--- src/sv/tmsrgb_pkg.sv ---
package tmsrgb_pkg;

	// Field widths of the pixel word and the result word.
	localparam int CHAN_W  = 24;
	localparam int COORD_W = 7;
	localparam int BYTE_W  = 8;
	localparam int ADDR_W  = 16;

	localparam int IMAGE_SIZE_DEF = 128;

	// Pipeline shape: one clamp stage, four divider stages, four search stages.
	localparam int DIV_STEPS = 3;
	localparam int NSTG      = 9;

	localparam logic [BYTE_W-1:0] ALPHA_OPAQUE = 8'hFF;

	// Reinhard divider: t = x / (1 + x) with 12 fractional quotient bits.
	localparam int K_W   = 12;
	localparam int REM_W = 24;
	localparam logic [REM_W-1:0] DEN_ONE = 24'h010000;

	// Codes at or below this use the linear sRGB segment.
	localparam logic [K_W-1:0] K_LIN_LAST = 12'd12;

	// Exact power-curve comparison: (k/4096)^5 >= ((200m + 2705) / 53805)^12.
	localparam int ENC_DEN  = 53805;
	localparam int ENC_MUL  = 200;
	localparam int ENC_OFS  = 2705;
	localparam int BIG_W    = 288;
	localparam int THR_W    = K_W + 1;
	localparam int THR_N    = 256;

	typedef logic [THR_N-1:0][THR_W-1:0] thr_tbl_t;

	typedef struct packed {
		logic [REM_W-1:0] rem;
		logic [K_W-1:0]   quo;
	} div_st_t;

	// A few restoring division steps; the remainder always stays below den.
	function automatic div_st_t div_steps(input div_st_t st, input logic [REM_W-1:0] den);
		logic [REM_W:0] r2;
		div_st_t        o;
		int             i;
		o = st;
		for (i = 0; i < DIV_STEPS; i++) begin
			r2 = {o.rem, 1'b0};
			if (r2 >= {1'b0, den}) begin
				r2    = r2 - {1'b0, den};
				o.quo = {o.quo[K_W-2:0], 1'b1};
			end else begin
				o.quo = {o.quo[K_W-2:0], 1'b0};
			end
			o.rem = r2[REM_W-1:0];
		end
		return o;
	endfunction

	// Byte of the linear segment: floor((32946 k + 20480) / 40960).
	function automatic logic [BYTE_W-1:0] lin_byte(input logic [3:0] k);
		logic [BYTE_W-1:0] b;
		case (k)
			4'd0:    b = 8'd0;
			4'd1:    b = 8'd1;
			4'd2:    b = 8'd2;
			4'd3:    b = 8'd2;
			4'd4:    b = 8'd3;
			4'd5:    b = 8'd4;
			4'd6:    b = 8'd5;
			4'd7:    b = 8'd6;
			4'd8:    b = 8'd6;
			4'd9:    b = 8'd7;
			4'd10:   b = 8'd8;
			4'd11:   b = 8'd9;
			4'd12:   b = 8'd10;
			default: b = 8'd0;
		endcase
		return b;
	endfunction

	// For every byte value m above zero, the smallest code k on the power segment
	// whose encoding reaches m, or 4096 when none does; entry 0 is zero. Evaluated
	// at elaboration with exact wide integers.
	function automatic thr_tbl_t build_thr();
		logic [BIG_W-1:0] a_c;
		logic [BIG_W-1:0] rhs;
		logic [BIG_W-1:0] lhs;
		logic [THR_W-1:0] lo;
		logic [THR_W-1:0] hi;
		logic [THR_W-1:0] mid;
		logic [15:0]      base;
		thr_tbl_t         t;
		int               m;
		int               i;
		int               it;
		a_c = BIG_W'(1);
		for (i = 0; i < 12; i++) begin
			a_c = a_c * BIG_W'(ENC_DEN);
		end
		t    = '0;
		t[0] = '0;
		for (m = 1; m < THR_N; m++) begin
			base = 16'(ENC_MUL * m + ENC_OFS);
			rhs  = BIG_W'(1);
			for (i = 0; i < 12; i++) begin
				rhs = rhs * BIG_W'(base);
			end
			rhs = rhs << (5 * K_W);
			lo  = THR_W'(K_LIN_LAST) + THR_W'(1);
			hi  = THR_W'(1) << K_W;
			for (it = 0; it < THR_W; it++) begin
				if (lo < hi) begin
					mid = (lo + hi) >> 1;
					lhs = BIG_W'(mid);
					for (i = 0; i < 4; i++) begin
						lhs = lhs * BIG_W'(mid);
					end
					lhs = lhs * a_c;
					if (lhs >= rhs) begin
						hi = mid;
					end else begin
						lo = mid + THR_W'(1);
					end
				end
			end
			t[m] = lo;
		end
		return t;
	endfunction

endpackage

--- src/sv/tmsrgb_chan.sv ---
module tmsrgb_chan (
	input  logic                                     clk,
	input  logic [tmsrgb_pkg::NSTG-1:0]              en,
	input  logic signed [tmsrgb_pkg::CHAN_W-1:0]     raw,
	output logic [tmsrgb_pkg::BYTE_W-1:0]            srgb
);
	import tmsrgb_pkg::*;

	localparam thr_tbl_t THR_TBL = build_thr();

	// Two steps of a binary search for the largest m with THR_TBL[m] <= k.
	function automatic logic [BYTE_W-1:0] srch2(input logic [BYTE_W-1:0] lo,
			input logic [K_W-1:0] k, input logic [2:0] b);
		logic [BYTE_W-1:0] res;
		logic [BYTE_W-1:0] cand;
		res  = lo;
		cand = res | (8'd1 << b);
		if (THR_TBL[cand] <= {1'b0, k}) begin
			res = cand;
		end
		cand = res | (8'd1 << (b - 3'd1));
		if (THR_TBL[cand] <= {1'b0, k}) begin
			res = cand;
		end
		return res;
	endfunction

	logic [CHAN_W-2:0]  x_s1;
	logic [REM_W-1:0]   den;
	div_st_t            st0;
	div_st_t            dv_s2, dv_s3, dv_s4, dv_s5;
	logic [REM_W-1:0]   den_s2, den_s3, den_s4;
	logic [K_W-1:0]     k_s6, k_s7, k_s8;
	logic [BYTE_W-1:0]  lo_s6, lo_s7, lo_s8;
	logic [BYTE_W-1:0]  pow_byte;
	logic [BYTE_W-1:0]  byte_s9;

	always_comb begin
		den      = {1'b0, x_s1} + DEN_ONE;
		st0.rem  = {1'b0, x_s1};
		st0.quo  = '0;
		pow_byte = srch2(lo_s8, k_s8, 3'd1);
	end

	always_ff @(posedge clk) begin
		// Negative light clamps to zero.
		if (en[0]) begin
			x_s1 <= raw[CHAN_W-1] ? '0 : raw[CHAN_W-2:0];
		end
		if (en[1]) begin
			dv_s2  <= div_steps(st0, den);
			den_s2 <= den;
		end
		if (en[2]) begin
			dv_s3  <= div_steps(dv_s2, den_s2);
			den_s3 <= den_s2;
		end
		if (en[3]) begin
			dv_s4  <= div_steps(dv_s3, den_s3);
			den_s4 <= den_s3;
		end
		if (en[4]) begin
			dv_s5 <= div_steps(dv_s4, den_s4);
		end
		if (en[5]) begin
			k_s6  <= dv_s5.quo;
			lo_s6 <= srch2(8'd0, dv_s5.quo, 3'd7);
		end
		if (en[6]) begin
			k_s7  <= k_s6;
			lo_s7 <= srch2(lo_s6, k_s6, 3'd5);
		end
		if (en[7]) begin
			k_s8  <= k_s7;
			lo_s8 <= srch2(lo_s7, k_s7, 3'd3);
		end
		if (en[8]) begin
			byte_s9 <= (k_s8 <= K_LIN_LAST) ? lin_byte(k_s8[3:0]) : pow_byte;
		end
	end

	assign srgb = byte_s9;

endmodule

--- src/sv/tonemap_srgb_pixel_store.sv ---
// An accepted word moves through the stages in order to the last, which drives out_valid.
// Throughput: one word per cycle when out_stall is low; nine stages hold one word each.
// Every stage advances on its own when the next one is empty or moving, so bubbles
// close up and up to nine words queue while the output is stalled.
// Reset: arst_n clears the stage valid bits at once; the data registers are not reset.
module tonemap_srgb_pixel_store #(
	parameter int IMAGE_SIZE = tmsrgb_pkg::IMAGE_SIZE_DEF
) (
	input  logic                                   clk,
	input  logic                                   arst_n,
	input  logic                                   in_valid,
	output logic                                   in_stall,
	input  logic signed [tmsrgb_pkg::CHAN_W-1:0]   red_linear,
	input  logic signed [tmsrgb_pkg::CHAN_W-1:0]   green_linear,
	input  logic signed [tmsrgb_pkg::CHAN_W-1:0]   blue_linear,
	input  logic [tmsrgb_pkg::COORD_W-1:0]         pixel_x,
	input  logic [tmsrgb_pkg::COORD_W-1:0]         pixel_y,
	output logic                                   out_valid,
	input  logic                                   out_stall,
	output logic [tmsrgb_pkg::BYTE_W-1:0]          red_srgb,
	output logic [tmsrgb_pkg::BYTE_W-1:0]          green_srgb,
	output logic [tmsrgb_pkg::BYTE_W-1:0]          blue_srgb,
	output logic [tmsrgb_pkg::BYTE_W-1:0]          alpha_byte,
	output logic [tmsrgb_pkg::ADDR_W-1:0]          byte_address
);
	import tmsrgb_pkg::*;

	// One valid bit per stage; the last stage is the output register.
	logic [NSTG-1:0]    pipe_vld_q;
	// A stage loads when it is empty or when the stage after it loads.
	logic [NSTG-1:0]    en;
	logic [31:0]        addr_full;
	logic [ADDR_W-1:0]  addr_s [NSTG];
	logic               in_acc;
	logic               out_acc;

	always_comb begin
		en[NSTG-1] = !pipe_vld_q[NSTG-1] || !out_stall;
		for (int i = NSTG - 2; i >= 0; i--) begin
			en[i] = !pipe_vld_q[i] || en[i+1];
		end
	end

	assign in_stall  = !en[0];
	assign out_valid = pipe_vld_q[NSTG-1];
	assign in_acc    = in_valid && !in_stall;
	assign out_acc   = out_valid && !out_stall;

	always_ff @(posedge clk or negedge arst_n) begin
		if (!arst_n) begin
			pipe_vld_q <= '0;
		end else begin
			if (en[0]) begin
				pipe_vld_q[0] <= in_valid;
			end
			for (int i = 1; i < NSTG; i++) begin
				if (en[i]) begin
					pipe_vld_q[i] <= pipe_vld_q[i-1];
				end
			end
		end
	end

	// Byte address of the RGBA pixel; it wraps at 64 KiB for large images.
	assign addr_full = (32'(pixel_y) * 32'(IMAGE_SIZE) + 32'(pixel_x)) << 2;

	always_ff @(posedge clk) begin
		if (en[0]) begin
			addr_s[0] <= addr_full[ADDR_W-1:0];
		end
		for (int i = 1; i < NSTG; i++) begin
			if (en[i]) begin
				addr_s[i] <= addr_s[i-1];
			end
		end
	end

	// Each color channel goes through its own clamp, divider and encoder pipeline.
	tmsrgb_chan u_red (
		.clk  (clk),
		.en   (en),
		.raw  (red_linear),
		.srgb (red_srgb)
	);

	tmsrgb_chan u_green (
		.clk  (clk),
		.en   (en),
		.raw  (green_linear),
		.srgb (green_srgb)
	);

	tmsrgb_chan u_blue (
		.clk  (clk),
		.en   (en),
		.raw  (blue_linear),
		.srgb (blue_srgb)
	);

	assign alpha_byte   = ALPHA_OPAQUE;
	assign byte_address = addr_s[NSTG-1];

`ifndef SYNTHESIS
	// The input only stalls once every stage holds a word.
	a_stall_full: assert property (@(posedge clk) disable iff (!arst_n)
		in_stall |-> (pipe_vld_q == '1))
		else $error("input stalled with an empty stage");

	// Words in flight change only by what enters and what leaves.
	a_count: assert property (@(posedge clk) disable iff (!arst_n)
		arst_n |=> $countones(pipe_vld_q) ==
			$past($countones(pipe_vld_q)) + $past(32'(in_acc)) - $past(32'(out_acc)))
		else $error("word lost or duplicated in the pipeline");

	// From an empty pipeline, a word can reach only the first stage by the next cycle.
	a_empty_step: assert property (@(posedge clk) disable iff (!arst_n)
		(pipe_vld_q == '0) |=> (pipe_vld_q[NSTG-1:1] == '0))
		else $error("word skipped a stage");
`endif

endmodule
--- config.mk ---
export PLATFORM = sky130hd
export DESIGN_NAME = tonemap_srgb_pixel_store
export DESIGN_NICKNAME = d
export VERILOG_FILES = /design/src/sv/tmsrgb_pkg.sv /design/src/sv/tmsrgb_chan.sv /design/src/sv/tonemap_srgb_pixel_store.sv
export SDC_FILE = /design/constraint.sdc
export NUM_CORES = 2
export LEC_CHECK = 0
export BUFFER_PORTS_ARGS = -buffer_cell sky130_fd_sc_hd__buf_2
export CAP_MARGIN = 10
export CORE_ASPECT_RATIO = 1.5
export CORE_MARGIN = 5
export CORE_UTILIZATION = 49
export CTS_BUF_LIST = sky130_fd_sc_hd__clkbuf_16
export CTS_CLUSTER_SIZE = 14
export DETAILED_ROUTE_END_ITERATION = 7
export SYNTH_ARGS = -nofsm -noshare
export SYNTH_HDL_FRONTEND = slang
export SYNTH_SLANG_ARGS = --single-unit
export TNS_END_PERCENT = 5
--- constraint.sdc ---
create_clock -name clk -period 12.3 [get_ports clk]
set_input_delay 1.23 -clock clk [delete_from_list [all_inputs] [get_ports clk]]
set_output_delay 1.23 -clock clk [all_outputs]
set_load 0.01 [all_outputs]
==> results.yml <==
timing:
  setup_viol: 0
  slew_violations: 0
  max-slew-margin-rel_pct: 16.6
  skew_ns: 0.0351
  fmax_mhz: 89.2
  rsz0062_at_grt: "false"
  post-route-period-util_pct: 91.1
  setup_tns_ns: 0
  hold_viol_final: 0
  hold-worst-slack_ns: 0.353
  tightest_slew_ns: 1.24
  min_period_ns: 11.21
  worst_slack_ns: 1.09
outcome:
  status: "finished clean"
yosys:
  syn_inst: 10400
  synth_edf_count: 885
  synth-seq-cells: 906
  synthArstFlopShare_pct: 0.993
  ys_warn_count: 0
  syn_area_um2: 91000
  yosysMostFrequentCell: "ha_1"
  yosys_most_used_dff: "edfxtp_1"
  syn_area_per_cell_um2: 8.79
  yosysTopAreaCellShare_pct: 29.2
  synthTopCellsByArea: "edfxtp_1 (29%), ha_1 (16%), a21oi_1 (5.6%)"
  synth_commonest_cells: "ha_1 (1172), a21oi_1 (1023), edfxtp_1 (885)"
  ys_types: 93
  ys_seq_area_share_pct: 29.7
  yosysTopAreaCell: "edfxtp_1"
critical_path:
  critPathSlowestCell: "nand2_1"
  crit_type: "reg -> reg"
  cp-end-kind: "flip-flop"
  worstPathRequired_ns: 12.75
  crit_path_max_fanout: 22
  reg2reg_to: "u_red.dv_s4[33]"
  r2r-start: "u_red.den_s3[1]"
  r2r_cells: 40
  path_buf_inv: 4
  critical_path_arrival_ns: 11.65
  ff2ff_setup_slack_ns: 1.09
  worstSetupStartpointType: "flip-flop"
  cp_common_cell: "o21ai_0"
  max_stage_delay_ns: 0.61
  crit_family: "compound AO/OA/AOI/OAI gates"
clocking:
  cts_tree: "done"
  cts_resized: 0
  post-cts-setup-buffer-count: 0
  cts_buffers: 94
  cts_max_level: 3
  clock-sinks: 906
  hold_buffers: 0
  clk_pin_slew_worst_paths_ns: 0.06
  clock_latency_ns: 0.74
  cts_buffer_depth: 3
  cts-root-buf: "clkbuf_16"
drt:
  wl_mm: 251
  dr_total_vias: 76700
  drt_iter0_markers: 4638
  post_drt_wl_per_cell_um: 19.6
  antenna_left: 0
  dr.pass1.iters: 7
  drc_errors: 0
  via_per_inst: 6.00
floorplan:
  boundaryPins: 140
  die_w_um: 362
  dieArea_um2: 195000
  die_y_um: 538
  initial_utilization_pct: 49.3
  coreArea_um2: 184000
  num_rows: 193
job:
  drv_cap: 0
final_layout:
  fin_nets: 11600
  drive_gt1_share_pct: 8.44
  areaGrowthSynthToFinish_pct: 6.70
min_path:
  hold_class: "in -> async"
grt:
  overflow: 0
  grt_max_degree: 102
  grt_pass1_wl_mm: 396
  antenna_found_initial: 1
  grt.total_usage_pct: 24.7
  grt_pass1_vias: 75600
placement:
  port_buffers: 129
  dp_hpwl_mm: 199
  place_ws_ns: 1.11
  place.gp.congestion: 0.934
[worst reg2reg max path: cells and delay by family (launching register included)]
kind                       cells  cell delay [ns]
AOI/OAI and AO/OA             25             5.98
DFF                            1             0.46
adders and majority gates      3             1.03
muxes                          3             1.23
and+or+nand+nor                5             1.13
buffers and inverters          4             1.10
[state kept, by name, indices dropped and copies added (netlist names), 27 cells and up, named ones only]
signal / cells
u_red.dv_s2: 27
u_blue.dv_s3: 30
u_blue.dv_s2: 27
u_red.dv_s4: 33
u_green.dv_s2: 27
u_blue.dv_s4: 33
u_green.dv_s4: 33
u_red.dv_s3: 30
addr_s: 126
u_green.dv_s3: 30
[stage by stage]
stage          instance area (um2)  util [%]  cells
6_report                     97100      52.6  12800
5_1_grt                      97100      52.6  12800
4_1_cts                      97100      52.6  12800
3_5_place_dp                 93900      50.9  12600
3_3_place_gp                 93900      50.9  12600
2_1_floorplan                91000         -  10400
[layout make-up]
cell class                 count  area, um2
antenna                        1       2.50
clock buffer                  94       2350
clock inverter                77        843
fill                       17300      87400
inverter                     705       2660
multi-input combinational   8356      59800
sequential                   906      27000
tap                         2437       3050
timing repair buffer         218       1330
[worst max path at each step]
stage,slack [ns],depth (start not counted),endpoint,startpoint
2_1_floorplan,0.45,6,addr_s[0][18],out_stall
3_3_place_gp,1.35,39,u_blue.dv_s3[34],u_blue.den_s2[1]
3_5_place_dp,1.11,40,u_red.dv_s4[33],u_red.den_s3[1]
4_1_cts,1.07,40,u_red.dv_s4[33],u_red.den_s3[1]
5_1_grt,0.20,41,u_red.dv_s3[34],u_red.den_s2[1]
6_report,1.09,40,u_red.dv_s4[33],u_red.den_s3[1]
[routing by layer]
layer / routed length, um / vias up / global-route usage, % / share of wire, %
met1: 102000 / 36200 / 28.6 / 41
li1: - / 38100 / - / -
met3: 7960 / 610 / 1.93 / 3.2
met4: 13800 / 0 / 12.1 / 5.5
met5: 0 / - / 0 / 0
met2: 127000 / 1783 / 46.0 / 51
[placed cells by master, fill, tap and decap left out, types with 180 or more instances in the layout]
| cell | count |
|---|---|
| ha_1 | 1172 |
| nand3_1 | 180 |
| a21oi_1 | 1022 |
| nor2b_1 | 220 |
| edfxtp_1 | 885 |
| o21ai_0 | 774 |
| xnor2_1 | 472 |
| nor2_1 | 788 |
| nand2_1 | 747 |
| inv_1 | 699 |
| mux2_2 | 371 |
| a21o_1 | 417 |
| xor2_1 | 183 |
[cell families after synthesis]
| logic type | count (synthesis) | share of synthesized area [%] |
|---|---|---|
| DFF | 906 | 29.7 |
| muxes | 447 | 5.80 |
| AOI/OAI and AO/OA | 3293 | 22.6 |
| other | 2 | 0.00825 |
| and+or+nand+nor | 2764 | 14.5 |
| buffers and inverters | 1102 | 4.69 |
| xor gates and xnor gates | 655 | 6.30 |
| adders and majority gates | 1187 | 16.4 |
Power is left out: the tool's default activity adds up to more than one toggle a clock period on the data nets, which glitch-free logic cannot reach.
